$ cat src/sv/modexp_miller_rabin_round_unit_defines.svh
// Assertion macros used by the round unit RTL.
`ifndef MODEXP_MILLER_RABIN_ROUND_UNIT_DEFINES_SVH
`define MODEXP_MILLER_RABIN_ROUND_UNIT_DEFINES_SVH

// The consequent must hold in the same cycle as the antecedent.
`define MMR_ASSERT_SAME(label, clk, rst_n, ante, cons, msg) \
  label: assert property (@(posedge clk) disable iff (!rst_n) (ante) |-> (cons)) \
    else $error(msg);

// The consequent must hold in the cycle after the antecedent.
`define MMR_ASSERT_NEXT(label, clk, rst_n, ante, cons, msg) \
  label: assert property (@(posedge clk) disable iff (!rst_n) (ante) |=> (cons)) \
    else $error(msg);

`endif

$ cat src/sv/mmr_pkg.sv
package mmr_pkg;

  localparam int WIDTH_DEFAULT = 64;

  localparam logic CMD_POW     = 1'b0;
  localparam logic CMD_WITNESS = 1'b1;

  typedef enum logic [1:0] {
    MUL_IDLE,
    MUL_DBL,
    MUL_ADD
  } mmr_mul_state_t;

  typedef enum logic [3:0] {
    S_IDLE,
    S_ODD,
    S_ARED,
    S_AWAIT,
    S_BRED,
    S_BWAIT,
    S_POW,
    S_MULR,
    S_SQ,
    S_MULB,
    S_POWDONE,
    S_WLOOP,
    S_WSQ,
    S_DONE
  } mmr_state_t;

endpackage

$ cat src/sv/mmr_modmul.sv
module mmr_modmul #(
  parameter int WIDTH = mmr_pkg::WIDTH_DEFAULT
) (
  input  logic             clk,
  input  logic             rst_n,
  input  logic             start,
  input  logic [WIDTH-1:0] op_a,
  input  logic [WIDTH-1:0] op_b,
  input  logic [WIDTH-1:0] op_m,
  output logic             done,
  output logic [WIDTH-1:0] result
);
  import mmr_pkg::*;

  localparam int CNT_W = $clog2(WIDTH);

  mmr_mul_state_t state_r, state_nxt;
  logic [WIDTH-1:0] a_r, a_nxt;
  logic [WIDTH-1:0] b_r, b_nxt;
  logic [WIDTH-1:0] m_r, m_nxt;
  logic [WIDTH-1:0] r_r, r_nxt;
  logic [CNT_W-1:0] cnt_r, cnt_nxt;
  logic             done_r, done_nxt;

  logic [WIDTH-1:0] addend;
  logic [WIDTH:0]   sum;
  logic [WIDTH:0]   sum_red;
  logic [WIDTH-1:0] mod_sum;

  // One modular addition per cycle: the doubling step or the add step.
  assign addend  = (state_r == MUL_ADD) ? a_r : r_r;
  assign sum     = {1'b0, r_r} + {1'b0, addend};
  assign sum_red = sum - {1'b0, m_r};
  assign mod_sum = (sum >= {1'b0, m_r}) ? sum_red[WIDTH-1:0] : sum[WIDTH-1:0];

  always_comb begin
    state_nxt = state_r;
    case (state_r)
      MUL_IDLE: begin
        if (start) begin
          state_nxt = MUL_DBL;
        end
      end
      MUL_DBL: begin
        if (b_r[WIDTH-1]) begin
          state_nxt = MUL_ADD;
        end else if (cnt_r == '0) begin
          state_nxt = MUL_IDLE;
        end
      end
      MUL_ADD: begin
        state_nxt = (cnt_r == '0) ? MUL_IDLE : MUL_DBL;
      end
      default: state_nxt = MUL_IDLE;
    endcase
  end

  always_comb begin
    a_nxt    = a_r;
    b_nxt    = b_r;
    m_nxt    = m_r;
    r_nxt    = r_r;
    cnt_nxt  = cnt_r;
    done_nxt = 1'b0;
    case (state_r)
      MUL_IDLE: begin
        if (start) begin
          a_nxt   = op_a;
          b_nxt   = op_b;
          m_nxt   = op_m;
          r_nxt   = '0;
          cnt_nxt = CNT_W'(WIDTH - 1);
        end
      end
      MUL_DBL: begin
        r_nxt = mod_sum;
        if (!b_r[WIDTH-1]) begin
          if (cnt_r == '0) begin
            done_nxt = 1'b1;
          end else begin
            cnt_nxt = cnt_r - 1'b1;
            b_nxt   = b_r << 1;
          end
        end
      end
      MUL_ADD: begin
        r_nxt = mod_sum;
        if (cnt_r == '0) begin
          done_nxt = 1'b1;
        end else begin
          cnt_nxt = cnt_r - 1'b1;
          b_nxt   = b_r << 1;
        end
      end
      default: begin
        done_nxt = 1'b0;
      end
    endcase
  end

  always_ff @(posedge clk) begin
    if (!rst_n) begin
      state_r <= MUL_IDLE;
      done_r  <= 1'b0;
    end else begin
      state_r <= state_nxt;
      done_r  <= done_nxt;
    end
  end

  always_ff @(posedge clk) begin
    a_r   <= a_nxt;
    b_r   <= b_nxt;
    m_r   <= m_nxt;
    r_r   <= r_nxt;
    cnt_r <= cnt_nxt;
  end

  assign done   = done_r;
  assign result = r_r;

endmodule

$ cat src/sv/modexp_miller_rabin_round_unit.sv
// Channel   Handshake              Ports
// command   start high, busy low   in_cmd, in_base, in_exponent, in_modulus
// result    out_valid for 1 cycle  out_value, out_probable_prime, out_error
//
// One transaction at a time; busy stays high from acceptance to the result strobe.
// Every modular multiplication runs on the shared shift-add unit and ends with its done strobe.
// A power takes one reduction plus up to two multiplications per exponent bit;
// a witness round adds up to WIDTH squarings.
// Reset is synchronous and active low and returns the unit to idle.
// The result is presented for exactly one cycle and cannot be stalled.
module modexp_miller_rabin_round_unit #(
  parameter int WIDTH = mmr_pkg::WIDTH_DEFAULT
) (
  input  logic             clk,
  input  logic             rst_n,
  input  logic             start,
  output logic             busy,
  input  logic             in_cmd,
  input  logic [WIDTH-1:0] in_base,
  input  logic [WIDTH-1:0] in_exponent,
  input  logic [WIDTH-1:0] in_modulus,
  output logic             out_valid,
  output logic [WIDTH-1:0] out_value,
  output logic             out_probable_prime,
  output logic             out_error
);
  import mmr_pkg::*;
  `include "modexp_miller_rabin_round_unit_defines.svh"

  mmr_state_t state_r, state_nxt;
  logic             cmd_r, cmd_nxt;
  logic [WIDTH-1:0] a_r, a_nxt;
  logic [WIDTH-1:0] e_r, e_nxt;
  logic [WIDTH-1:0] m_r, m_nxt;
  logic [WIDTH-1:0] pm1_r, pm1_nxt;
  logic [WIDTH-1:0] d_r, d_nxt;
  logic [WIDTH-1:0] r_r, r_nxt;
  logic [WIDTH-1:0] t_r, t_nxt;
  logic [WIDTH-1:0] value_r, value_nxt;
  logic             pp_r, pp_nxt;
  logic             err_r, err_nxt;

  logic             mul_start;
  logic [WIDTH-1:0] mul_a;
  logic [WIDTH-1:0] mul_b;
  logic [WIDTH-1:0] mul_m;
  logic             mul_done;
  logic [WIDTH-1:0] mul_res;

  logic             accept;
  logic [WIDTH-1:0] one_m;
  logic [WIDTH-1:0] in_pm1;
  logic [WIDTH-1:0] e_shift;
  logic             wit_go;

  assign accept  = start && !busy;
  assign one_m   = (m_r == WIDTH'(1)) ? '0 : WIDTH'(1);
  assign in_pm1  = in_modulus - WIDTH'(1);
  assign e_shift = e_r >> 1;
  assign wit_go  = (t_r != pm1_r) && (r_r != WIDTH'(1)) && (r_r != pm1_r);

  mmr_modmul #(
    .WIDTH(WIDTH)
  ) u_modmul (
    .clk   (clk),
    .rst_n (rst_n),
    .start (mul_start),
    .op_a  (mul_a),
    .op_b  (mul_b),
    .op_m  (mul_m),
    .done  (mul_done),
    .result(mul_res)
  );

  always_comb begin
    state_nxt = state_r;
    case (state_r)
      S_IDLE: begin
        if (accept) begin
          if (in_cmd == CMD_POW) begin
            state_nxt = (in_modulus == '0) ? S_DONE : S_BRED;
          end else if (in_modulus < WIDTH'(3) || !in_modulus[0]) begin
            state_nxt = S_DONE;
          end else begin
            state_nxt = S_ODD;
          end
        end
      end
      S_ODD: begin
        if (d_r[0]) begin
          state_nxt = (a_r >= m_r) ? S_ARED : S_BRED;
        end
      end
      S_ARED:  state_nxt = S_AWAIT;
      S_AWAIT: state_nxt = mul_done ? S_BRED : S_AWAIT;
      S_BRED:  state_nxt = S_BWAIT;
      S_BWAIT: state_nxt = mul_done ? S_POW : S_BWAIT;
      S_POW: begin
        if (e_r == '0) begin
          state_nxt = S_POWDONE;
        end else begin
          state_nxt = e_r[0] ? S_MULR : S_SQ;
        end
      end
      S_MULR:  state_nxt = mul_done ? S_SQ : S_MULR;
      S_SQ:    state_nxt = (e_shift == '0) ? S_POWDONE : S_MULB;
      S_MULB:  state_nxt = mul_done ? S_POW : S_MULB;
      S_POWDONE: state_nxt = (cmd_r == CMD_POW) ? S_DONE : S_WLOOP;
      S_WLOOP: state_nxt = wit_go ? S_WSQ : S_DONE;
      S_WSQ:   state_nxt = mul_done ? S_WLOOP : S_WSQ;
      S_DONE:  state_nxt = S_IDLE;
      default: state_nxt = S_IDLE;
    endcase
  end

  always_comb begin
    cmd_nxt   = cmd_r;
    a_nxt     = a_r;
    e_nxt     = e_r;
    m_nxt     = m_r;
    pm1_nxt   = pm1_r;
    d_nxt     = d_r;
    r_nxt     = r_r;
    t_nxt     = t_r;
    value_nxt = value_r;
    pp_nxt    = pp_r;
    err_nxt   = err_r;
    mul_start = 1'b0;
    mul_a     = r_r;
    mul_b     = a_r;
    mul_m     = m_r;
    case (state_r)
      S_IDLE: begin
        if (accept) begin
          cmd_nxt   = in_cmd;
          a_nxt     = in_base;
          e_nxt     = in_exponent;
          m_nxt     = in_modulus;
          pm1_nxt   = in_pm1;
          d_nxt     = in_pm1 >> 1;
          value_nxt = '0;
          err_nxt   = (in_cmd == CMD_POW) && (in_modulus == '0);
          pp_nxt    = (in_cmd == CMD_WITNESS) && (in_modulus == WIDTH'(2));
        end
      end
      S_ODD: begin
        if (d_r[0]) begin
          e_nxt = d_r;
        end else begin
          d_nxt = d_r >> 1;
        end
      end
      S_ARED: begin
        mul_start = 1'b1;
        mul_a     = WIDTH'(1);
        mul_b     = a_r;
        mul_m     = pm1_r;
      end
      S_AWAIT: begin
        if (mul_done) begin
          a_nxt = mul_res + WIDTH'(1);
        end
      end
      S_BRED: begin
        mul_start = 1'b1;
        mul_a     = one_m;
        mul_b     = a_r;
      end
      S_BWAIT: begin
        if (mul_done) begin
          a_nxt = mul_res;
          r_nxt = one_m;
        end
      end
      S_POW: begin
        if (e_r != '0 && e_r[0]) begin
          mul_start = 1'b1;
        end
      end
      S_MULR: begin
        if (mul_done) begin
          r_nxt = mul_res;
        end
      end
      S_SQ: begin
        e_nxt = e_shift;
        if (e_shift != '0) begin
          mul_start = 1'b1;
          mul_a     = a_r;
        end
      end
      S_MULB: begin
        if (mul_done) begin
          a_nxt = mul_res;
        end
      end
      S_POWDONE: begin
        if (cmd_r == CMD_POW) begin
          value_nxt = r_r;
        end else begin
          t_nxt = d_r;
        end
      end
      S_WLOOP: begin
        if (wit_go) begin
          mul_start = 1'b1;
          mul_b     = r_r;
          t_nxt     = t_r << 1;
        end else begin
          pp_nxt = (r_r == pm1_r) || t_r[0];
        end
      end
      S_WSQ: begin
        if (mul_done) begin
          r_nxt = mul_res;
        end
      end
      default: begin
        mul_start = 1'b0;
      end
    endcase
  end

  always_ff @(posedge clk) begin
    if (!rst_n) begin
      state_r <= S_IDLE;
    end else begin
      state_r <= state_nxt;
    end
  end

  always_ff @(posedge clk) begin
    cmd_r   <= cmd_nxt;
    a_r     <= a_nxt;
    e_r     <= e_nxt;
    m_r     <= m_nxt;
    pm1_r   <= pm1_nxt;
    d_r     <= d_nxt;
    r_r     <= r_nxt;
    t_r     <= t_nxt;
    value_r <= value_nxt;
    pp_r    <= pp_nxt;
    err_r   <= err_nxt;
  end

  assign busy               = (state_r != S_IDLE);
  assign out_valid          = (state_r == S_DONE);
  assign out_value          = value_r;
  assign out_probable_prime = pp_r;
  assign out_error          = err_r;

  `MMR_ASSERT_NEXT(a_accept_busy, clk, rst_n, start && !busy, busy,
    "accept did not raise busy")
  `MMR_ASSERT_SAME(a_err_zero, clk, rst_n, out_valid && out_error, out_value == '0,
    "error with nonzero value")
  `MMR_ASSERT_SAME(a_pp_no_err, clk, rst_n, out_valid && out_probable_prime, !out_error,
    "prime flag with error")
  `MMR_ASSERT_SAME(a_done_wait, clk, rst_n, mul_done,
    state_r == S_AWAIT || state_r == S_BWAIT || state_r == S_MULR ||
    state_r == S_MULB || state_r == S_WSQ,
    "multiplier done outside a wait state")

endmodule
$ cat config.mk
export PLATFORM = sky130hd
export DESIGN_NAME = modexp_miller_rabin_round_unit
export DESIGN_NICKNAME = d
export VERILOG_FILES = /design/src/sv/mmr_pkg.sv /design/src/sv/mmr_modmul.sv /design/src/sv/modexp_miller_rabin_round_unit.sv
export VERILOG_INCLUDE_DIRS = /design/src /design/src/sv
export SDC_FILE = /design/constraint.sdc
export NUM_CORES = 2
export LEC_CHECK = 0
export ABC_AREA = 1
export BUFFER_PORTS_ARGS = -buffer_cell sky130_fd_sc_hd__buf_2
export CORE_MARGIN = 2
export CORE_UTILIZATION = 29
export DETAILED_ROUTE_END_ITERATION = 12
export SLEW_MARGIN = 20
export SYNTH_ARGS = -nofsm -noshare
export SYNTH_HDL_FRONTEND = slang
export SYNTH_SLANG_ARGS = --single-unit
$ cat constraint.sdc
create_clock -name clk -period 24.7 [get_ports clk]
set_input_delay 3.705 -clock clk [delete_from_list [all_inputs] [get_ports clk]]
set_output_delay 3.705 -clock clk [all_outputs]
set_load 0.005 [all_outputs]
==> flow_summary.json <==
{
  "status": "finished clean",
  "htreeDepth": 3,
  "reg2regPathDepth": 32,
  "synth_top_flop_cell": "edfxtp_1",
  "fin_nets": 7202,
  "netlist_instances": 6598,
  "seq_area_frac_synth_pct": 45.65,
  "worstHoldStart": "u_modmul.state_r[0]",
  "cts_hold_buf": 0,
  "ant_nets": 0,
  "start_util_pct": 29.16,
  "io_pins": 264,
  "drtIter0Drc": 5794,
  "ctsResizeCount": 0,
  "critPathArrivalTime_ns": 9.08,
  "worstHoldPathType": "reg -> reg",
  "grt_pass1_wl_um": 340300,
  "endpoint_kind": "flip-flop",
  "max_slew_margin_pct": 22.14,
  "reg2reg_to": "u_modmul.result[14]",
  "clk_pin_slew_ns": 0.07,
  "antenna_found_initial": 14,
  "synth_area_leaders": "edfxtp_1 (45%), nand2_1 (12%), inv_1 (7.1%), nor2_1 (6.0%), o21ai_0 (5.7%)",
  "grt_pass1_vias": 46430,
  "worst_path_most_repeated_cell": "nand2_1",
  "synth_top_area_share_pct": 45.38,
  "max-clock-path-buffers": 3,
  "drc_errors": 0,
  "gp_congestion": 1.005,
  "drt-vias-per-instance": 5.231,
  "register_area_um2": 23440,
  "slew_viol_final": 0,
  "worst_pin_slew_ns": 1.156,
  "clockRootBuffer": "clkbuf_16",
  "multi_input_area_um2": 23510,
  "path_max_fanout": 67,
  "die_x_um": 424.8,
  "layout-drive-gt1-share_pct": 7.860,
  "drt_first_pass_iters": 6,
  "skew_ns": 0.04679,
  "worstSkewPairLatency_ns": 0.71,
  "timing_worst_setup_path_type": "reg -> reg",
  "hold_depth": 2,
  "die-area_um2": 180500,
  "r2r_slack_ns": 16.02,
  "finalCriticalPeriod_ns": 8.682,
  "wire_per_inst_um": 26.35,
  "grt_util_all_layers_pct": 26.23,
  "area_growth_pct": 12.73,
  "slowest_stage": "buf_4",
  "finalSetupViolCount": 0,
  "port_buffers": 263,
  "ys_ff_latch": 783,
  "fin_crit_sh_pct": 35.15,
  "grt_max_degree": 88,
  "synth_warnings": 0,
  "coreArea_um2": 176100,
  "die_h_um": 424.8,
  "vias": 48220,
  "n_fill_cell": 18810,
  "ys_types": 53,
  "cts_setup_buffers": 0,
  "timing.setup.tns_ns": 0,
  "drt-total-wl_um": 243000,
  "synthesis.nets": 6998,
  "clock_sinks": 783,
  "slowest_delay_ns": 0.68,
  "rr_startpoint": "u_modmul.state_r[0]",
  "synth_largest_area_cell": "edfxtp_1",
  "rows": 154,
  "cts_tree": "built",
  "cts_buffers": 81,
  "start_kind": "flip-flop",
  "crit_required_ns": 25.10,
  "grt-ovfl-total": 0,
  "rsz0062_at_grt": "no",
  "async_reset_ff_share_pct": 0,
  "hold_end": "u_modmul.state_r[0]",
  "maxCapViolations": 0,
  "avgSynthCellArea_um2": 7.783,
  "dp_hpwl_um": 198100,
  "synth-edff-count": 776,
  "hold_violations": 0,
  "fmax_ghz": 0.1152,
  "synth_area_um2": 51350
}
## stage by stage
step | instances | area [um^2] | hold WS [ns] | setup slack (ns) | utilization, %
global route | 9217 | 57890 | 0.5618 | 15.53 | 32.87
floorplan | 6598 | 51350 | 0.4645 | 15.60 | -
finish | 9219 | 57890 | 0.5105 | 16.02 | 32.87
CTS | 9210 | 57870 | 0.5136 | 16.27 | 32.86
global placement | 9059 | 55280 | 0.4968 | 16.41 | 31.39
detailed placement | 9059 | 55280 | 0.5035 | 16.30 | 31.39
## registers in the layout (all words and copies together) (netlist names)
name                count
u_modmul.cnt_r          6
out_value              64
pm1_r                  64
u_modmul.done           1
u_modmul.result        64
e_r                    64
cmd_r                   1
u_modmul.a_r           64
u_modmul.m_r           64
u_modmul.state_r        2
r_r                    64
state_r                 4
u_modmul.b_r           64
d_r                    63
m_r                    64
out_error               1
out_probable_prime      1
t_r                    64
a_r                    64
## cells by family (layout without fill, tap and decap cells)
group                      after synthesis  in the layout  share of synthesized area, %
xor gates and xnor gates               201            201                         3.428
buffers and inverters                 1188           1460                         8.871
AOI/OAI and AO/OA                     1148           1148                         12.26
and+or+nand+nor                       3074           3074                         24.79
DFF                                    783            783                         45.65
other                                    0              9                             0
adders and majority gates              204            204                         5.000
## worst max-delay path: cells and delay by family, from the launching register on
kind	cells	cell delay [ns]
compound gates	4	1.08
fa+ha+maj	3	1.46
buf+inv	6	1.74
flops	1	0.34
simple gates	19	3.59
## worst max path at each step
stage,start,cells after the start,slack [ns],end
after global routing,u_modmul.state_r[0],32,15.53,u_modmul.result[14]
final,u_modmul.state_r[0],32,16.02,u_modmul.result[14]
after detailed placement,u_modmul.state_r[0],32,16.30,u_modmul.result[14]
after global placement,u_modmul.state_r[0],32,16.41,u_modmul.result[0]
after floorplan,start,2,15.60,a_r[0]
after CTS,u_modmul.state_r[0],32,16.27,u_modmul.result[14]
## metal layers
layer	vias to the layer above	global-route usage (%)	share of wire, %
met4	4	14.85	6.4
met3	392	2.822	7.0
met1	23280	35.72	43
met5	-	0	0.012
met2	2257	40.50	44
li1	22290	-	-
## cell usage after synthesis, types with 3 or more instances
master,instances
edfxtp_1,776
nor2_2,15
a22oi_1,57
nor3_1,86
a21oi_2,10
o21bai_1,14
a21o_1,9
a211oi_1,3
nor2_1,816
nor4_1,39
o21ai_0,583
nand4_1,103
o21ai_1,20
nand3_1,306
xnor2_1,25
dfxtp_1,7
ha_1,202
buf_6,6
buf_2,29
buf_4,4
nand2_2,7
or2_2,11
a21oi_1,329
inv_2,23
a31oi_1,8
nand3_2,8
clkbuf_1,142
o31ai_1,17
xor2_1,176
o221ai_1,3
nor3_2,8
buf_1,4
nand3b_1,23
a21boi_0,5
nand2_1,1638
and2_1,4
o21a_1,11
o211ai_1,73
inv_1,978
## cell usage in the layout (no fill, tap or decap), types with 11 or more instances in the layout
| cell | Yosys | final |
|---|---|---|
| a21oi_1 | 329 | 326 |
| a22oi_1 | 57 | 57 |
| buf_2 | 29 | 263 |
| buf_4 | 4 | 43 |
| clkbuf_1 | 142 | 13 |
| clkbuf_16 | 0 | 83 |
| clkinv_1 | 2 | 20 |
| clkinv_2 | 0 | 17 |
| edfxtp_1 | 776 | 776 |
| ha_1 | 202 | 200 |
| inv_1 | 978 | 972 |
| inv_2 | 23 | 27 |
| nand2_1 | 1638 | 1632 |
| nand2_2 | 7 | 11 |
| nand3_1 | 306 | 306 |
| nand3b_1 | 23 | 23 |
| nand4_1 | 103 | 103 |
| nor2_1 | 816 | 811 |
| nor2_2 | 15 | 15 |
| nor3_1 | 86 | 85 |
| nor4_1 | 39 | 39 |
| o211ai_1 | 73 | 73 |
| o21ai_0 | 583 | 582 |
| o21ai_1 | 20 | 20 |
| o21bai_1 | 14 | 14 |
| o31ai_1 | 17 | 17 |
| or2_2 | 11 | 11 |
| xnor2_1 | 25 | 25 |
| xor2_1 | 176 | 176 |
## area by class of cell
cell class	count	share of cell area, %
multi-input combinational	4627	40.60
sequential	783	40.49
inverter	1003	6.510
tap	2340	5.057
clock buffer	96	3.672
timing repair buffer	306	2.831
clock inverter	55	0.7910
antenna	9	0.03890
Power is left out: the tool's default activity adds up to more than one toggle a clock period on the data nets, which glitch-free logic cannot reach.
